==> config.mk <==
export PLATFORM = sky130hd
export DESIGN_NAME = pll_divider_search_top_flat
export DESIGN_NICKNAME = d
export VERILOG_FILES = /design/src/hdl/pds_pkg.sv /design/src/hdl/pds_if.sv /design/src/hdl/pds_div.sv /design/src/hdl/pds_dp.sv /design/src/hdl/pds_ctrl.sv /design/src/hdl/pll_divider_search_top.sv /design/src/flat_wrapper.sv
export SDC_FILE = /design/constraint.sdc
export NUM_CORES = 2
export LEC_CHECK = 0
export ABC_AREA = 1
export BUFFER_PORTS_ARGS = -buffer_cell sky130_fd_sc_hd__buf_2
export CAP_MARGIN = 20
export CORE_UTILIZATION = 40
export DETAILED_ROUTE_END_ITERATION = 16
export PLACE_DENSITY = 0.59
export SYNTH_ARGS = -nofsm -noshare
export SYNTH_HDL_FRONTEND = slang
export SYNTH_SLANG_ARGS = --single-unit
==> constraint.sdc <==
create_clock -name clk -period 5.45 [get_ports clk]
set_input_delay 1.09 -clock clk [delete_from_list [all_inputs] [get_ports clk]]
set_output_delay 1.09 -clock clk [all_outputs]
set_load 0.02 [all_outputs]
==> src/hdl/pds_pkg.sv <==
package pds_pkg;

  localparam int MULT_MAX    = 512;
  localparam int PREDIV_MAX  = 64;
  localparam int POSTDIV_MAX = 8;
  localparam int DIV_MAX     = PREDIV_MAX * POSTDIV_MAX;

  localparam int FREQ_W    = 32;
  localparam int MULT_W    = $clog2(MULT_MAX + 2);
  localparam int PRE_W     = $clog2(PREDIV_MAX + 1);
  localparam int POST_W    = $clog2(POSTDIV_MAX + 2);
  localparam int DIV_W     = $clog2(DIV_MAX + 1);
  localparam int PROD_W    = FREQ_W + MULT_W;
  localparam int DIVCNT_W  = $clog2(PROD_W + 1);
  localparam int CFG_IDX_W = 2;

  localparam logic [FREQ_W-1:0] INT_OSC_RST = 32'd19200000;
  localparam logic [FREQ_W-1:0] EXT_ETH_RST = 32'd25000000;
  localparam logic [FREQ_W-1:0] EXT_TDM_RST = 32'd19200000;

  localparam logic [CFG_IDX_W-1:0] CFG_INT_OSC = 2'd0;
  localparam logic [CFG_IDX_W-1:0] CFG_EXT_SYS = 2'd1;
  localparam logic [CFG_IDX_W-1:0] CFG_EXT_ETH = 2'd2;
  localparam logic [CFG_IDX_W-1:0] CFG_EXT_TDM = 2'd3;

  localparam logic [1:0] PLL_SYSTEM = 2'd0;
  localparam logic [1:0] PLL_ETH    = 2'd1;
  localparam logic [1:0] PLL_TDM    = 2'd2;
  localparam logic [1:0] PLL_UNUSED = 2'd3;

  localparam logic [1:0] ST_FOUND  = 2'd0;
  localparam logic [1:0] ST_SYSTEM = 2'd1;
  localparam logic [1:0] ST_NONE   = 2'd2;

  typedef enum logic [2:0] {
    DOP_START,
    DOP_DIV,
    DOP_PRE,
    DOP_REFPRE,
    DOP_MPOST,
    DOP_ACH
  } div_op_t;

  typedef enum logic [16:0] {
    S_IDLE     = 17'h00001,
    S_CHECK    = 17'h00002,
    S_START_W  = 17'h00004,
    S_MUL      = 17'h00008,
    S_DIV      = 17'h00010,
    S_DIV_W    = 17'h00020,
    S_POST     = 17'h00040,
    S_PRE_W    = 17'h00080,
    S_PRECHK   = 17'h00100,
    S_REFPRE_W = 17'h00200,
    S_MPOST_W  = 17'h00400,
    S_SMUL     = 17'h00800,
    S_SCORE    = 17'h01000,
    S_FIN      = 17'h02000,
    S_ACH      = 17'h04000,
    S_ACH_W    = 17'h08000,
    S_DONE     = 17'h10000
  } state_t;

  typedef struct packed {
    logic       load;
    logic       div_start;
    div_op_t    div_op;
    logic       cap_start;
    logic       mul_ref_mult;
    logic       cap_div;
    logic       init_post;
    logic       cap_pre;
    logic       cap_refpre;
    logic       cap_mpost;
    logic       mul_score;
    logic       score;
    logic       next_post;
    logic       next_mult;
    logic       mul_final;
    logic       cap_ach;
    logic       set_status;
    logic [1:0] status;
    logic       out_load;
  } pds_cmd_t;

  typedef struct packed {
    logic pll_system;
    logic no_search;
    logic div_busy;
    logic div_done;
    logic mult_over;
    logic post_over;
    logic pre_ok;
    logic exact;
    logic found;
  } pds_stat_t;

endpackage

==> src/hdl/pds_if.sv <==
interface pds_in_if import pds_pkg::*; ();
  logic              valid;
  logic              ready;
  logic [1:0]        pll_index;
  logic              use_internal_osc;
  logic [FREQ_W-1:0] target_freq;

  modport source (output valid, pll_index, use_internal_osc, target_freq, input ready);
  modport sink (input valid, pll_index, use_internal_osc, target_freq, output ready);
endinterface

interface pds_out_if import pds_pkg::*; ();
  logic              valid;
  logic              ready;
  logic [1:0]        status;
  logic [MULT_W-1:0] chosen_mult;
  logic [PRE_W-1:0]  best_prediv;
  logic [POST_W-1:0] best_postdiv;
  logic [FREQ_W-1:0] achieved_freq;
  logic [FREQ_W-1:0] freq_error;

  modport source (output valid, status, chosen_mult, best_prediv, best_postdiv,
                  achieved_freq, freq_error, input ready);
  modport sink (input valid, status, chosen_mult, best_prediv, best_postdiv,
                achieved_freq, freq_error, output ready);
endinterface

==> src/hdl/pds_div.sv <==
module pds_div import pds_pkg::*; (
  input  logic                clk,
  input  logic                rst_n,
  input  logic                start,
  input  logic [PROD_W-1:0]   dividend,
  input  logic [FREQ_W-1:0]   divisor,
  input  logic [DIVCNT_W-1:0] steps,
  output logic                busy,
  output logic                done,
  output logic [PROD_W-1:0]   quot
);

  logic [PROD_W-1:0]   q_r;
  logic [FREQ_W-1:0]   rem_r;
  logic [FREQ_W-1:0]   dsr_r;
  logic [DIVCNT_W-1:0] cnt_r;
  logic                busy_r;
  logic                done_r;
  logic [FREQ_W:0]     trial;
  logic [FREQ_W:0]     diff;
  logic                ge;
  logic [DIVCNT_W-1:0] shamt;

  assign trial = {rem_r, q_r[PROD_W-1]};
  assign diff  = trial - {1'b0, dsr_r};
  assign ge    = trial >= {1'b0, dsr_r};
  assign shamt = DIVCNT_W'(PROD_W) - steps;

  always_ff @(posedge clk) begin
    if (!rst_n) begin
      busy_r <= 1'b0;
      done_r <= 1'b0;
      cnt_r  <= '0;
    end else begin
      done_r <= 1'b0;
      if (start) begin
        busy_r <= 1'b1;
        cnt_r  <= steps;
      end else if (busy_r) begin
        cnt_r <= cnt_r - 1'b1;
        if (cnt_r == DIVCNT_W'(1)) begin
          busy_r <= 1'b0;
          done_r <= 1'b1;
        end
      end
    end
  end

  always_ff @(posedge clk) begin
    if (start) begin
      q_r   <= dividend << shamt;
      rem_r <= '0;
      dsr_r <= divisor;
    end else if (busy_r) begin
      q_r   <= {q_r[PROD_W-2:0], ge};
      rem_r <= ge ? diff[FREQ_W-1:0] : trial[FREQ_W-1:0];
    end
  end

  assign busy = busy_r;
  assign done = done_r;
  assign quot = q_r;

endmodule

==> src/hdl/pds_dp.sv <==
module pds_dp import pds_pkg::*; (
  input  logic                 clk,
  input  logic                 rst_n,
  input  logic                 cfg_we,
  input  logic [CFG_IDX_W-1:0] cfg_index,
  input  logic [FREQ_W-1:0]    cfg_data,
  input  logic [1:0]           pll_index,
  input  logic                 use_internal_osc,
  input  logic [FREQ_W-1:0]    target_freq,
  input  pds_cmd_t             cmd,
  output pds_stat_t            stat,
  output logic [1:0]           status,
  output logic [MULT_W-1:0]    chosen_mult,
  output logic [PRE_W-1:0]     best_prediv,
  output logic [POST_W-1:0]    best_postdiv,
  output logic [FREQ_W-1:0]    achieved_freq,
  output logic [FREQ_W-1:0]    freq_error
);

  logic [FREQ_W-1:0] int_osc_r, ext_eth_r, ext_tdm_r;
  logic [1:0]        pll_r;
  logic [FREQ_W-1:0] ref_r, target_r;
  logic [MULT_W-1:0] mult_r, mpost_r, win_mult_r;
  logic [DIV_W-1:0]  div_r;
  logic [POST_W-1:0] post_r, best_post_r;
  logic [PRE_W-1:0]  pre_r, best_pre_r;
  logic [FREQ_W-1:0] refpre_r, ach_r;
  logic [PROD_W-1:0] prod_r, best_err_r;
  logic              found_r, exact_r;
  logic [1:0]        status_r;

  logic [1:0]        out_status_r;
  logic [MULT_W-1:0] out_mult_r;
  logic [PRE_W-1:0]  out_pre_r;
  logic [POST_W-1:0] out_post_r;
  logic [FREQ_W-1:0] out_ach_r, out_err_r;

  logic [PROD_W-1:0]   dvd;
  logic [FREQ_W-1:0]   dsr;
  logic [DIVCNT_W-1:0] steps;
  logic                div_busy, div_done;
  logic [PROD_W-1:0]   quot;
  logic [PRE_W+POST_W-1:0] prepost;
  logic [PROD_W-1:0]   tgt_ext, err;
  logic                better;

  assign prepost = (PRE_W+POST_W)'(best_pre_r) * (PRE_W+POST_W)'(best_post_r);
  assign tgt_ext = PROD_W'(target_r);
  assign err     = (prod_r >= tgt_ext) ? prod_r - tgt_ext : tgt_ext - prod_r;
  assign better  = !found_r || (err < best_err_r);

  always_comb begin
    dvd   = PROD_W'(target_r);
    dsr   = ref_r;
    steps = DIVCNT_W'(FREQ_W);
    case (cmd.div_op)
      DOP_START: begin
        dvd   = PROD_W'(target_r);
        dsr   = ref_r;
        steps = DIVCNT_W'(FREQ_W);
      end
      DOP_DIV: begin
        dvd   = prod_r;
        dsr   = target_r;
        steps = DIVCNT_W'(PROD_W);
      end
      DOP_PRE: begin
        dvd   = PROD_W'(div_r);
        dsr   = FREQ_W'(post_r);
        steps = DIVCNT_W'(DIV_W);
      end
      DOP_REFPRE: begin
        dvd   = PROD_W'(ref_r);
        dsr   = FREQ_W'(pre_r);
        steps = DIVCNT_W'(FREQ_W);
      end
      DOP_MPOST: begin
        dvd   = PROD_W'(mult_r);
        dsr   = FREQ_W'(post_r);
        steps = DIVCNT_W'(MULT_W);
      end
      DOP_ACH: begin
        dvd   = prod_r;
        dsr   = FREQ_W'(prepost);
        steps = DIVCNT_W'(PROD_W);
      end
      default: begin
        dvd   = PROD_W'(target_r);
        dsr   = ref_r;
        steps = DIVCNT_W'(FREQ_W);
      end
    endcase
  end

  pds_div u_div (
    .clk      (clk),
    .rst_n    (rst_n),
    .start    (cmd.div_start),
    .dividend (dvd),
    .divisor  (dsr),
    .steps    (steps),
    .busy     (div_busy),
    .done     (div_done),
    .quot     (quot)
  );

  always_ff @(posedge clk) begin
    if (!rst_n) begin
      int_osc_r <= INT_OSC_RST;
      ext_eth_r <= EXT_ETH_RST;
      ext_tdm_r <= EXT_TDM_RST;
    end else if (cfg_we) begin
      case (cfg_index)
        CFG_INT_OSC: int_osc_r <= cfg_data;
        CFG_EXT_SYS: ;
        CFG_EXT_ETH: ext_eth_r <= cfg_data;
        CFG_EXT_TDM: ext_tdm_r <= cfg_data;
        default: ;
      endcase
    end
  end

  always_ff @(posedge clk) begin
    if (!rst_n) begin
      found_r <= 1'b0;
      exact_r <= 1'b0;
    end else if (cmd.load) begin
      found_r <= 1'b0;
      exact_r <= 1'b0;
    end else if (cmd.score && better) begin
      found_r <= 1'b1;
      exact_r <= (err == '0);
    end
  end

  always_ff @(posedge clk) begin
    if (cmd.load) begin
      pll_r    <= pll_index;
      target_r <= target_freq;
      if (use_internal_osc) begin
        ref_r <= int_osc_r;
      end else if (pll_index == PLL_ETH) begin
        ref_r <= ext_eth_r;
      end else begin
        ref_r <= ext_tdm_r;
      end
    end
    if (cmd.cap_start) begin
      if (quot > PROD_W'(MULT_MAX)) begin
        mult_r <= MULT_W'(MULT_MAX + 1);
      end else if (quot == '0) begin
        mult_r <= MULT_W'(1);
      end else begin
        mult_r <= quot[MULT_W-1:0];
      end
    end else if (cmd.next_mult) begin
      mult_r <= mult_r + 1'b1;
    end
    if (cmd.cap_div) begin
      div_r <= (quot > PROD_W'(DIV_MAX)) ? '0 : quot[DIV_W-1:0];
    end
    if (cmd.init_post) begin
      post_r <= POST_W'(1);
    end else if (cmd.next_post) begin
      post_r <= post_r + 1'b1;
    end
    if (cmd.cap_pre) begin
      pre_r <= (quot > PROD_W'(PREDIV_MAX)) ? '0 : quot[PRE_W-1:0];
    end
    if (cmd.cap_refpre) begin
      refpre_r <= quot[FREQ_W-1:0];
    end
    if (cmd.cap_mpost) begin
      mpost_r <= quot[MULT_W-1:0];
    end
    if (cmd.mul_ref_mult) begin
      prod_r <= PROD_W'(ref_r) * PROD_W'(mult_r);
    end else if (cmd.mul_score) begin
      prod_r <= PROD_W'(refpre_r) * PROD_W'(mpost_r);
    end else if (cmd.mul_final) begin
      prod_r <= PROD_W'(ref_r) * PROD_W'(win_mult_r);
    end
    if (cmd.score && better) begin
      best_err_r  <= err;
      win_mult_r  <= mult_r;
      best_pre_r  <= pre_r;
      best_post_r <= post_r;
    end
    if (cmd.cap_ach) begin
      ach_r <= (|quot[PROD_W-1:FREQ_W]) ? '1 : quot[FREQ_W-1:0];
    end
    if (cmd.set_status) begin
      status_r <= cmd.status;
    end
    if (cmd.out_load) begin
      out_status_r <= status_r;
      if (status_r == ST_FOUND) begin
        out_mult_r <= win_mult_r;
        out_pre_r  <= best_pre_r;
        out_post_r <= best_post_r;
        out_ach_r  <= ach_r;
        out_err_r  <= (|best_err_r[PROD_W-1:FREQ_W]) ? '1 : best_err_r[FREQ_W-1:0];
      end else begin
        out_mult_r <= '0;
        out_pre_r  <= '0;
        out_post_r <= '0;
        out_ach_r  <= '0;
        out_err_r  <= '0;
      end
    end
  end

  assign stat.pll_system = (pll_r == PLL_SYSTEM);
  assign stat.no_search  = (pll_r == PLL_UNUSED) || (target_r == '0);
  assign stat.div_busy   = div_busy;
  assign stat.div_done   = div_done;
  assign stat.mult_over  = (mult_r > MULT_W'(MULT_MAX));
  assign stat.post_over  = (post_r > POST_W'(POSTDIV_MAX)) || (DIV_W'(post_r) > div_r);
  assign stat.pre_ok     = (pre_r != '0);
  assign stat.exact      = exact_r;
  assign stat.found      = found_r;

  assign status        = out_status_r;
  assign chosen_mult   = out_mult_r;
  assign best_prediv   = out_pre_r;
  assign best_postdiv  = out_post_r;
  assign achieved_freq = out_ach_r;
  assign freq_error    = out_err_r;

endmodule

==> src/hdl/pds_ctrl.sv <==
module pds_ctrl import pds_pkg::*; (
  input  logic      clk,
  input  logic      rst_n,
  input  logic      in_valid,
  output logic      in_ready,
  output logic      out_valid,
  input  logic      out_ready,
  input  pds_stat_t stat,
  output pds_cmd_t  cmd
);

  state_t state_r, state_nxt;
  logic   out_valid_r;

  always_comb begin
    cmd       = '0;
    state_nxt = state_r;
    case (state_r)
      S_IDLE: begin
        if (in_valid) begin
          cmd.load  = 1'b1;
          state_nxt = S_CHECK;
        end
      end
      S_CHECK: begin
        if (stat.pll_system) begin
          cmd.set_status = 1'b1;
          cmd.status     = ST_SYSTEM;
          state_nxt      = S_DONE;
        end else if (stat.no_search) begin
          cmd.set_status = 1'b1;
          cmd.status     = ST_NONE;
          state_nxt      = S_DONE;
        end else begin
          cmd.div_start = 1'b1;
          cmd.div_op    = DOP_START;
          state_nxt     = S_START_W;
        end
      end
      S_START_W: begin
        if (stat.div_done) begin
          cmd.cap_start = 1'b1;
          state_nxt     = S_MUL;
        end
      end
      S_MUL: begin
        if (stat.mult_over || stat.exact) begin
          state_nxt = S_FIN;
        end else begin
          cmd.mul_ref_mult = 1'b1;
          state_nxt        = S_DIV;
        end
      end
      S_DIV: begin
        cmd.div_start = 1'b1;
        cmd.div_op    = DOP_DIV;
        state_nxt     = S_DIV_W;
      end
      S_DIV_W: begin
        if (stat.div_done) begin
          cmd.cap_div   = 1'b1;
          cmd.init_post = 1'b1;
          state_nxt     = S_POST;
        end
      end
      S_POST: begin
        if (stat.exact) begin
          state_nxt = S_FIN;
        end else if (stat.post_over) begin
          cmd.next_mult = 1'b1;
          state_nxt     = S_MUL;
        end else begin
          cmd.div_start = 1'b1;
          cmd.div_op    = DOP_PRE;
          state_nxt     = S_PRE_W;
        end
      end
      S_PRE_W: begin
        if (stat.div_done) begin
          cmd.cap_pre = 1'b1;
          state_nxt   = S_PRECHK;
        end
      end
      S_PRECHK: begin
        if (!stat.pre_ok) begin
          cmd.next_post = 1'b1;
          state_nxt     = S_POST;
        end else begin
          cmd.div_start = 1'b1;
          cmd.div_op    = DOP_REFPRE;
          state_nxt     = S_REFPRE_W;
        end
      end
      S_REFPRE_W: begin
        if (stat.div_done) begin
          cmd.cap_refpre = 1'b1;
          cmd.div_start  = 1'b1;
          cmd.div_op     = DOP_MPOST;
          state_nxt      = S_MPOST_W;
        end
      end
      S_MPOST_W: begin
        if (stat.div_done) begin
          cmd.cap_mpost = 1'b1;
          state_nxt     = S_SMUL;
        end
      end
      S_SMUL: begin
        cmd.mul_score = 1'b1;
        state_nxt     = S_SCORE;
      end
      S_SCORE: begin
        cmd.score     = 1'b1;
        cmd.next_post = 1'b1;
        state_nxt     = S_POST;
      end
      S_FIN: begin
        if (!stat.found) begin
          cmd.set_status = 1'b1;
          cmd.status     = ST_NONE;
          state_nxt      = S_DONE;
        end else begin
          cmd.mul_final = 1'b1;
          state_nxt     = S_ACH;
        end
      end
      S_ACH: begin
        cmd.div_start = 1'b1;
        cmd.div_op    = DOP_ACH;
        state_nxt     = S_ACH_W;
      end
      S_ACH_W: begin
        if (stat.div_done) begin
          cmd.cap_ach    = 1'b1;
          cmd.set_status = 1'b1;
          cmd.status     = ST_FOUND;
          state_nxt      = S_DONE;
        end
      end
      S_DONE: begin
        if (!out_valid_r || out_ready) begin
          cmd.out_load = 1'b1;
          state_nxt    = S_IDLE;
        end
      end
      default: begin
        state_nxt = S_IDLE;
      end
    endcase
  end

  always_ff @(posedge clk) begin
    if (!rst_n) begin
      state_r     <= S_IDLE;
      out_valid_r <= 1'b0;
    end else begin
      state_r <= state_nxt;
      if (cmd.out_load) begin
        out_valid_r <= 1'b1;
      end else if (out_ready) begin
        out_valid_r <= 1'b0;
      end
    end
  end

  assign in_ready  = (state_r == S_IDLE);
  assign out_valid = out_valid_r;

  a_div_start_free: assert property (@(posedge clk) disable iff (!rst_n)
    cmd.div_start |-> (!stat.div_busy || stat.div_done))
    else $error("Divider started while busy.");

  a_out_load_valid: assert property (@(posedge clk) disable iff (!rst_n)
    cmd.out_load |=> out_valid_r)
    else $error("Result loaded without raising valid.");

  a_one_at_a_time: assert property (@(posedge clk) disable iff (!rst_n)
    (in_valid && in_ready) |=> !in_ready)
    else $error("Second request taken while one is in work.");

endmodule

==> src/hdl/pll_divider_search_top.sv <==
// The block takes one request word on in_ch (PLL index, reference source,
// target frequency) and returns one result word on out_ch with the status,
// the chosen multiplier, pre-divider and post-divider, the achieved frequency
// and the frequency error.
// The user writes reference frequencies through cfg_we, cfg_index and
// cfg_data only while the block is idle; the block does not enforce it.
// One request is worked on at a time. A refused or empty request is
// answered without a search. A search tries multipliers in turn and scores
// the post-dividers for each one, and every quotient goes through one shared
// radix-2 divider one bit per cycle.
// The result sits in an output register; the next request is taken as soon
// as that register is loaded, and a stalled receiver only holds a finished
// result from leaving its final state.
// Reset restores the default reference frequencies and empties the block.
module pll_divider_search_top import pds_pkg::*; (
  input  logic                 clk,
  input  logic                 rst_n,
  input  logic                 cfg_we,
  input  logic [CFG_IDX_W-1:0] cfg_index,
  input  logic [FREQ_W-1:0]    cfg_data,
  pds_in_if.sink               in_ch,
  pds_out_if.source            out_ch
);

  pds_cmd_t  cmd;
  pds_stat_t stat;

  pds_ctrl u_ctrl (
    .clk       (clk),
    .rst_n     (rst_n),
    .in_valid  (in_ch.valid),
    .in_ready  (in_ch.ready),
    .out_valid (out_ch.valid),
    .out_ready (out_ch.ready),
    .stat      (stat),
    .cmd       (cmd)
  );

  pds_dp u_dp (
    .clk              (clk),
    .rst_n            (rst_n),
    .cfg_we           (cfg_we),
    .cfg_index        (cfg_index),
    .cfg_data         (cfg_data),
    .pll_index        (in_ch.pll_index),
    .use_internal_osc (in_ch.use_internal_osc),
    .target_freq      (in_ch.target_freq),
    .cmd              (cmd),
    .stat             (stat),
    .status           (out_ch.status),
    .chosen_mult      (out_ch.chosen_mult),
    .best_prediv      (out_ch.best_prediv),
    .best_postdiv     (out_ch.best_postdiv),
    .achieved_freq    (out_ch.achieved_freq),
    .freq_error       (out_ch.freq_error)
  );

endmodule
==> src/flat_wrapper.sv <==
// flat-port wrapper written by rule: the top's interface ports become plain ports
module pll_divider_search_top_flat import pds_pkg::*;
  (clk, rst_n, cfg_we, cfg_index, cfg_data, in_ch_valid, in_ch_pll_index, in_ch_use_internal_osc, in_ch_target_freq, in_ch_ready, out_ch_valid, out_ch_status, out_ch_chosen_mult, out_ch_best_prediv, out_ch_best_postdiv, out_ch_achieved_freq, out_ch_freq_error, out_ch_ready);
  pds_in_if in_ch_i ();
  pds_out_if out_ch_i ();
  input  logic clk;
  input  logic rst_n;
  input  logic cfg_we;
  input  logic [CFG_IDX_W-1:0] cfg_index;
  input  logic [FREQ_W-1:0] cfg_data;
  input wire logic [$bits(in_ch_i.valid)-1:0] in_ch_valid;
  input wire logic [$bits(in_ch_i.pll_index)-1:0] in_ch_pll_index;
  input wire logic [$bits(in_ch_i.use_internal_osc)-1:0] in_ch_use_internal_osc;
  input wire logic [$bits(in_ch_i.target_freq)-1:0] in_ch_target_freq;
  output wire logic [$bits(in_ch_i.ready)-1:0] in_ch_ready;
  output wire logic [$bits(out_ch_i.valid)-1:0] out_ch_valid;
  output wire logic [$bits(out_ch_i.status)-1:0] out_ch_status;
  output wire logic [$bits(out_ch_i.chosen_mult)-1:0] out_ch_chosen_mult;
  output wire logic [$bits(out_ch_i.best_prediv)-1:0] out_ch_best_prediv;
  output wire logic [$bits(out_ch_i.best_postdiv)-1:0] out_ch_best_postdiv;
  output wire logic [$bits(out_ch_i.achieved_freq)-1:0] out_ch_achieved_freq;
  output wire logic [$bits(out_ch_i.freq_error)-1:0] out_ch_freq_error;
  input wire logic [$bits(out_ch_i.ready)-1:0] out_ch_ready;
  assign in_ch_i.valid = in_ch_valid;
  assign in_ch_i.pll_index = in_ch_pll_index;
  assign in_ch_i.use_internal_osc = in_ch_use_internal_osc;
  assign in_ch_i.target_freq = in_ch_target_freq;
  assign in_ch_ready = in_ch_i.ready;
  assign out_ch_valid = out_ch_i.valid;
  assign out_ch_status = out_ch_i.status;
  assign out_ch_chosen_mult = out_ch_i.chosen_mult;
  assign out_ch_best_prediv = out_ch_i.best_prediv;
  assign out_ch_best_postdiv = out_ch_i.best_postdiv;
  assign out_ch_achieved_freq = out_ch_i.achieved_freq;
  assign out_ch_freq_error = out_ch_i.freq_error;
  assign out_ch_i.ready = out_ch_ready;
  pll_divider_search_top u_core (.clk(clk), .rst_n(rst_n), .cfg_we(cfg_we), .cfg_index(cfg_index), .cfg_data(cfg_data), .in_ch(in_ch_i), .out_ch(out_ch_i));
endmodule
### Word-level counts from Yosys, hierarchy flattened

Index checks and enable logic that the tools add are counted.

* register bits: 595
* latch bits: 0
* ROM bits: 0
* word-level logic and storage cells: 196
* memory bits (writable): 0
* input bits: 74
* memories kept: 0
* output and inout port bits: 89

* bitwise gates (word level): 2
* add/subtract/negate cells: 7
* reductions and logical operators: 29
* multipliers: 4
* div/mod/pow operators: 0
* multiplexer cells: 75
* eq/ne operators: 35
* shifts and indexed selects: 1
* order comparisons: 8

Operator list (number)
* 17-bit case mux with 17 select lines: 1
* 42-bit 2-to-1 mux: 6
* 17-bit 2-to-1 mux: 12
* 42-bit case mux with 4 select lines: 1
* 32-bit 2-to-1 mux: 4
* 32-bit case mux with 4 select lines: 1
* 32-bit by 10-bit multiplier with 42-bit output: 3
* 42-bit logical NOT: 2
* 10-bit 2-to-1 mux: 5
* 42-bit by 32-bit greater-or-equal comparator with 1-bit output: 1
* 42-bit by 10-bit > comparator with 1-bit output, second input constant: 1
* 42-bit by 7-bit > comparator with 1-bit output, second input constant: 1
* 42-bit < comparator: 1
* 42-bit by 6-bit left shift with 42-bit output: 1
* 32-bit by 42-bit subtractor with 42-bit output: 1
* 42-bit by 32-bit subtractor with 42-bit output: 1
* 33-bit by 32-bit greater-or-equal comparator with 1-bit output: 1
* 32-bit logical NOT: 1
* 32-bit subtractor: 1
* 1-bit 2-to-1 mux: 26
* 4-bit 2-to-1 mux: 6
* 4-bit case mux with 6 select lines: 1
* 10-bit OR reduction: 2
* 17-bit by 1-bit equality test with 1-bit output, second input constant: 1
* other kinds (51): 80

### Logic depth before layout (Yosys ltp)

* depth in word-level cells: 11
* mapped depth: 31

### Hierarchy

From an unflattened synthesis, not the netlist that was laid out.

* cell total of the unflattened synthesis: 9584
* area total of the unflattened synthesis: 69324.0 um^2

By module, submodules not included
* pds_dp: sequential area each 12882.4 um^2, cells an instance 7820, area each 58255.9 um^2, times used 1
* pds_div: sequential area each 3022.9 um^2, cells an instance 1542, area each 9655.5 um^2, times used 1
* pds_ctrl: sequential area each 360.3 um^2, cells an instance 222, area each 1412.6 um^2, times used 1

### Worst setup path after synthesis

Ideal clock, no wire load.

* path kind: flip-flop to flip-flop
* start: register u_core.u_dp.mult_r[3]
* end: register u_core.u_dp.prod_r[29] (data pin)
* stages on the path, launching flop included: 28
* arrival: 5.425 ns
* slack: -0.233 ns
* cell sequence: edfxtp_1 clkbuf_1 clkbuf_1 nand2_1 fa_1 inv_1 fa_1 inv_1 fa_1 inv_1 fa_1 inv_1 fa_1 inv_1 ha_1 nand2_1 inv_1 nand2_1 nand2_1 nand2_1 nand2_1 a31oi_1 inv_1 a221oi_1 o21bai_1 or2_2 nand3_1 nand2_1

* word-level cells in the longest chain between the ends: 5
* elaborated cells on any way between the ends: 6
* those cells by class: mul: 1; order compare: 1; mux: 3; reduce/logical: 1

RTL lines
* from (decl): line pds_dp.sv:23 `logic [MULT_W-1:0] mult_r, mpost_r, win_mult_r;`
* from (signal assigned): line pds_dp.sv:150 `mult_r <= MULT_W'(MULT_MAX + 1);`
* from (signal assigned): line pds_dp.sv:154 `mult_r <= quot[MULT_W-1:0];`
* from (signal assigned): line pds_dp.sv:157 `mult_r <= mult_r + 1'b1;`
* parallel branches: the longest is 4 deep, another holds 32-bit by 10-bit multiplier with 42-bit output
* 42-bit 2-to-1 mux (*): line pds_dp.sv:176 `if (cmd.mul_ref_mult) begin`
* to (signal assigned): line pds_dp.sv:177 `prod_r <= PROD_W'(ref_r) * PROD_W'(mult_r);`
* to (signal assigned): line pds_dp.sv:179 `prod_r <= PROD_W'(refpre_r) * PROD_W'(mpost_r);`
* to (signal assigned): line pds_dp.sv:181 `prod_r <= PROD_W'(ref_r) * PROD_W'(win_mult_r);`
* to (decl): line pds_dp.sv:28 `logic [PROD_W-1:0] prod_r, best_err_r;`

Mark *: on every way between the ends.
A chain may end at the register's enable or synchronous reset.

### Final worst setup path

* start: register u_core.u_dp.mpost_r[1]
* end: register u_core.u_dp.prod_r[39] (data pin)

* word-level cells in the longest chain between the ends: 3

RTL lines
* from (decl): line pds_dp.sv:23
* from (signal assigned): line pds_dp.sv:174 `mpost_r <= quot[MULT_W-1:0];`
* 32-bit by 10-bit multiplier with 42-bit output: line pds_dp.sv:179
* 42-bit 2-to-1 mux: line pds_dp.sv:178 `end else if (cmd.mul_score) begin`
* 42-bit 2-to-1 mux: line pds_dp.sv:176

Every way passes these cells.

==> metrics list <==
- In this run, synthesis inferred 435 flip-flops with an integrated enable.
* Max Fanout on Critical Path: 5
* Fill cell total of the finished layout: 15856
- Across all register-to-register paths, the minimum setup slack is -0.32 ns.
- Data required time of the critical path: 5.86 ns
- At the end of the flow, the number of nets in the layout was ~11000.
* Post-Place Setup Slack: -1.04 ns
* Clock latency of the later-clocked register in the worst-skew pair: between 0.7 and 0.8 ns
- Cell type contributing the most total cell area after synthesis: sky130_fd_sc_hd__fa_1
* Count of unique library cells instantiated by Yosys: between 60 and 70
- In this run the cell area of the synthesized design comes to between 60000 and 70000 µm².
- CP max stage delay: approximately 0.54 ns
- The first TritonRoute pass finished after 6 iterations.
* Share of synthesized flip-flops with an asynchronous set or reset: 0%
* Slack of the critical path: -0.324 ns
* Global-route wire length before repair: approximately 370 mm
- Summing over every cut layer, the via total after detailed routing is approximately 62000.
* Top cells by area in the synthesized netlist: sky130_fd_sc_hd__fa_1 22%, sky130_fd_sc_hd__edfxtp_1 20%, sky130_fd_sc_hd__nand2_1 13%
- DP HPWL: just under 200 mm
- Syn. warnings: 0
- Die footprint: about 170000 µm²
- Count of standard-cell rows: 148
- Based on the critical path, the design can be clocked at up to approximately 170 MHz.
- Largest buffer count on any clock path: 3
* Pin slew with the least headroom to its limit: 1.07 ns
- Clock tree from TritonCTS: done
* Via-to-Cell Ratio: approximately 5.2
- Routability-driven placement finished with a final weighted congestion of approximately 1.
- Setup violations remaining at the end of the flow were counted as 31.
* Area of combinational cells with multiple inputs: ~44000 µm²
- CTS placed an instance of sky130_fd_sc_hd__clkbuf_16 at the clock tree root.
- Path class of the lowest-slack min-delay path: flop to flop
* Final-report max-slew violation count: 0
- Setup Skew: approximately 0.053 ns
- Violated checks: setup timing
* Horizontal die dimension: between 400 and 500 µm
* Share of the clock period used by the worst path: 106%
- Total gr overflow: 0
- Summing the sequential cell areas from Yosys gives 24.6% of the chip area.
* Critical-path top delay cell: sky130_fd_sc_hd__fa_1
* Register bit count reported by yosys: between 500 and 600
- The region available for standard cell placement spans ~160000 µm².
* Area share of the largest cell type after synthesis: 22.0%
- WL final: approximately 250 mm
- Pin count of the biggest net entering global routing: 97
* Die span in y: ~410 µm
- Antenna violations before repair: 7
- Setup total negative slack on the finished layout was measured at -6.43 ns.
- Setup repair after global routing could not meet its margin everywhere.
- The number of hold violations in the final report was 0.
- CTS Hold Bufs: 0
* Clock-pin slew reported for the worst setup and hold paths after clock tree synthesis: about 0.07 ns
* Final standard cell utilization of the core: 51.1%
- Total global-route track usage: roughly 29%
- Wire length per cell: roughly 20 µm
* Count of placed standard cells in the final layout, fillers left out: roughly 12000
- Antenna Violating Nets Remaining: 0
- Counting tap cells, the placed design contains a total of roughly 12000 instances.
- By instance count, the cell type seen most on the critical path is sky130_fd_sc_hd__nand2_1.
- Port Buffers: 162
* Critical path arrival: between 6 and 7 ns
- Sequential standard cell area: ~16000 µm²
- Crit path kind: flop to flop
* Syn Area/Cell: about 7.5 µm²
* Effective utilization at floorplan: 40.5%
* Endpoint class of the critical path: flop
* Drt drc: 0
- Layout-stage area growth over the synthesis result: 26.2%
* Count of pins on the block boundary: around 160
- Run status: finished with violations
- The worst setup path is launched from a flop.
- The routed design could run at a clock period as short as about 5.8 ns.
* Most frequently used flop master after synthesis: sky130_fd_sc_hd__edfxtp_1
* Proportion of layout cells with a drive suffix above 1: 20.4%
- The clock tree synthesis step divided the H-tree into 3 levels.
* Maxcap violations: 0
* Vias in the first global route: 61845
- Headroom to the max-slew limit came out at between 20 and 30%.
- First DRT Iteration DRCs: 5698
- CTS buffer count: 74
- Cell count after synthesis: 8823
* Post-Syn Nets: 10017
- CTS sink count: 595
-- state kept, by name, summed over array words and instances (netlist names), 17 cells and up --
| name | count |
|---|---|
| u_core.u_dp.achieved_freq | 32 |
| u_core.u_dp.u_div.rem_r | 32 |
| u_core.u_dp.u_div.dsr_r | 32 |
| u_core.u_dp.u_div.quot | 42 |
| u_core.u_dp.ext_tdm_r | 32 |
| u_core.u_dp.prod_r | 42 |
| u_core.u_dp.freq_error | 32 |
| u_core.u_dp.int_osc_r | 32 |
| u_core.u_dp.best_err_r | 42 |
| u_core.u_dp.ach_r | 32 |
| u_core.u_dp.ext_eth_r | 32 |
| u_core.u_dp.ref_r | 32 |
| u_core.u_ctrl.state_r | 17 |
| u_core.u_dp.target_r | 32 |
| u_core.u_dp.refpre_r | 32 |
-- layer usage --
layer	vias to the layer above	GRT usage, %	wire, µm
met3	431	4.31	19400
met4	4	11.0	11300
met1	30097	40.4	106000
met5	-	0	26
met2	2486	46.6	110000
li1	28881	-	-
-- repair_timing --
| item | in CTS | in global routing |
|---|---|---|
| buffers inserted | 100 | 55 |
| pin swaps | 185 | 222 |
| endpoints found under the setup margin | 97 | 97 |
| gates cloned | 10 | 4 |
| resized for setup | 433 | 399 |
-- cell type report --
type / count / area share, %
clock buffer: 94 / 2.42
sequential: 595 / 19.5
multi-input combinational: 5807 / 52.4
timing repair buffer: 1220 / 12.4
antenna: 2 / 0.00599
clock inverter: 42 / 0.650
inverter: 2078 / 9.34
tap: 2175 / 3.26
-- worst paths after layout --
| kind | cells past startpoint | endpoint | startpoint |
|---|---|---|---|
| hold reg to reg | 0 | u_core.u_dp.refpre_r[19] | u_core.u_dp.u_div.quot[19] |
| setup / recovery | 29 | u_core.u_dp.prod_r[39] | u_core.u_dp.mpost_r[1] |
| hold / removal | 0 | u_core.u_dp.refpre_r[19] | u_core.u_dp.u_div.quot[19] |
| setup reg to reg | 29 | u_core.u_dp.prod_r[39] | u_core.u_dp.mpost_r[1] |
-- critical path: cells and delay by family, from the launching register on --
family / cells / cell delay (ns)
compound gates: 2 / 0.36
fa+ha+maj: 6 / 2.80
buf+inv: 7 / 0.60
flops: 1 / 0.38
simple gates: 14 / 1.35
-- synth_stat cells (3+ instances only) --
master,instances
sky130_fd_sc_hd__nand2_1,2335
sky130_fd_sc_hd__inv_1,2052
sky130_fd_sc_hd__fa_1,727
sky130_fd_sc_hd__nor2_1,644
sky130_fd_sc_hd__edfxtp_1,435
sky130_fd_sc_hd__ha_1,393
sky130_fd_sc_hd__o21ai_0,388
sky130_fd_sc_hd__a21oi_1,377
sky130_fd_sc_hd__clkbuf_1,279
sky130_fd_sc_hd__nand3_1,245
sky130_fd_sc_hd__dfxtp_1,160
sky130_fd_sc_hd__a31oi_1,86
sky130_fd_sc_hd__xor2_1,69
sky130_fd_sc_hd__nor3_1,59
sky130_fd_sc_hd__o22ai_1,55
sky130_fd_sc_hd__nand4_1,54
sky130_fd_sc_hd__xnor2_1,47
sky130_fd_sc_hd__o21a_1,43
sky130_fd_sc_hd__buf_2,35
sky130_fd_sc_hd__nor4_1,32
sky130_fd_sc_hd__o211ai_1,22
sky130_fd_sc_hd__o21ai_1,22
sky130_fd_sc_hd__inv_2,20
sky130_fd_sc_hd__a21o_1,19
sky130_fd_sc_hd__nand2_2,19
sky130_fd_sc_hd__buf_1,18
sky130_fd_sc_hd__nor2_2,16
sky130_fd_sc_hd__o221ai_1,15
sky130_fd_sc_hd__or2_2,15
sky130_fd_sc_hd__o21bai_1,14
sky130_fd_sc_hd__a221oi_1,12
sky130_fd_sc_hd__o2111ai_1,12
sky130_fd_sc_hd__a21boi_0,11
sky130_fd_sc_hd__and3_1,10
sky130_fd_sc_hd__a22oi_1,7
sky130_fd_sc_hd__nand3b_1,7
sky130_fd_sc_hd__a211oi_1,6
sky130_fd_sc_hd__clkinv_1,6
sky130_fd_sc_hd__nor2_4,6
sky130_fd_sc_hd__buf_4,5
sky130_fd_sc_hd__nand2_4,5
sky130_fd_sc_hd__buf_6,4
sky130_fd_sc_hd__o311ai_0,4
sky130_fd_sc_hd__a32oi_1,3
sky130_fd_sc_hd__nor3_2,3
-- stage by stage --
step | area, µm² | hold WS (ns)
2_1_floorplan | 66200 | 0.424
3_3_place_gp | 76000 | 0.437
3_5_place_dp | 76100 | 0.443
4_1_cts | 81600 | 0.412
5_1_grt | 83600 | 0.421
6_report | 83600 | 0.413
-- kinds of logic (layout without fill, tap and decap cells) --
logic type / after synthesis / in the layout / synth area share (%)
DFF: 595 / 595 / 24.6
adders and majority gates: 1120 / 1120 / 29.4
buffers and inverters: 2421 / 3434 / 13.9
muxes: 1 / 1 / 0.0170
xor gates and xnor gates: 116 / 116 / 1.53
AOI/OAI and AO/OA: 1106 / 1106 / 9.41
and+or+nand+nor: 3464 / 3464 / 21.2
other: 0 / 2 / 0
-- cell usage in the layout, fill, tap and decap left out, types with 74 or more instances in the layout --
cell type,Yosys,layout
sky130_fd_sc_hd__a21oi_1,377,274
sky130_fd_sc_hd__a21oi_2,1,79
sky130_fd_sc_hd__buf_12,0,85
sky130_fd_sc_hd__buf_2,35,163
sky130_fd_sc_hd__buf_4,5,883
sky130_fd_sc_hd__clkbuf_16,0,81
sky130_fd_sc_hd__dfxtp_1,160,160
sky130_fd_sc_hd__edfxtp_1,435,435
sky130_fd_sc_hd__fa_1,727,707
sky130_fd_sc_hd__ha_1,393,318
sky130_fd_sc_hd__inv_1,2052,1978
sky130_fd_sc_hd__inv_2,20,91
sky130_fd_sc_hd__nand2_1,2335,2248
sky130_fd_sc_hd__nand2_2,19,89
sky130_fd_sc_hd__nand3_1,245,222
sky130_fd_sc_hd__nor2_1,644,566
sky130_fd_sc_hd__nor2_2,16,74
sky130_fd_sc_hd__o21ai_0,388,313
Power is not shown: default switching activity piles up to over one toggle a cycle in this logic, so the estimate is an artifact.
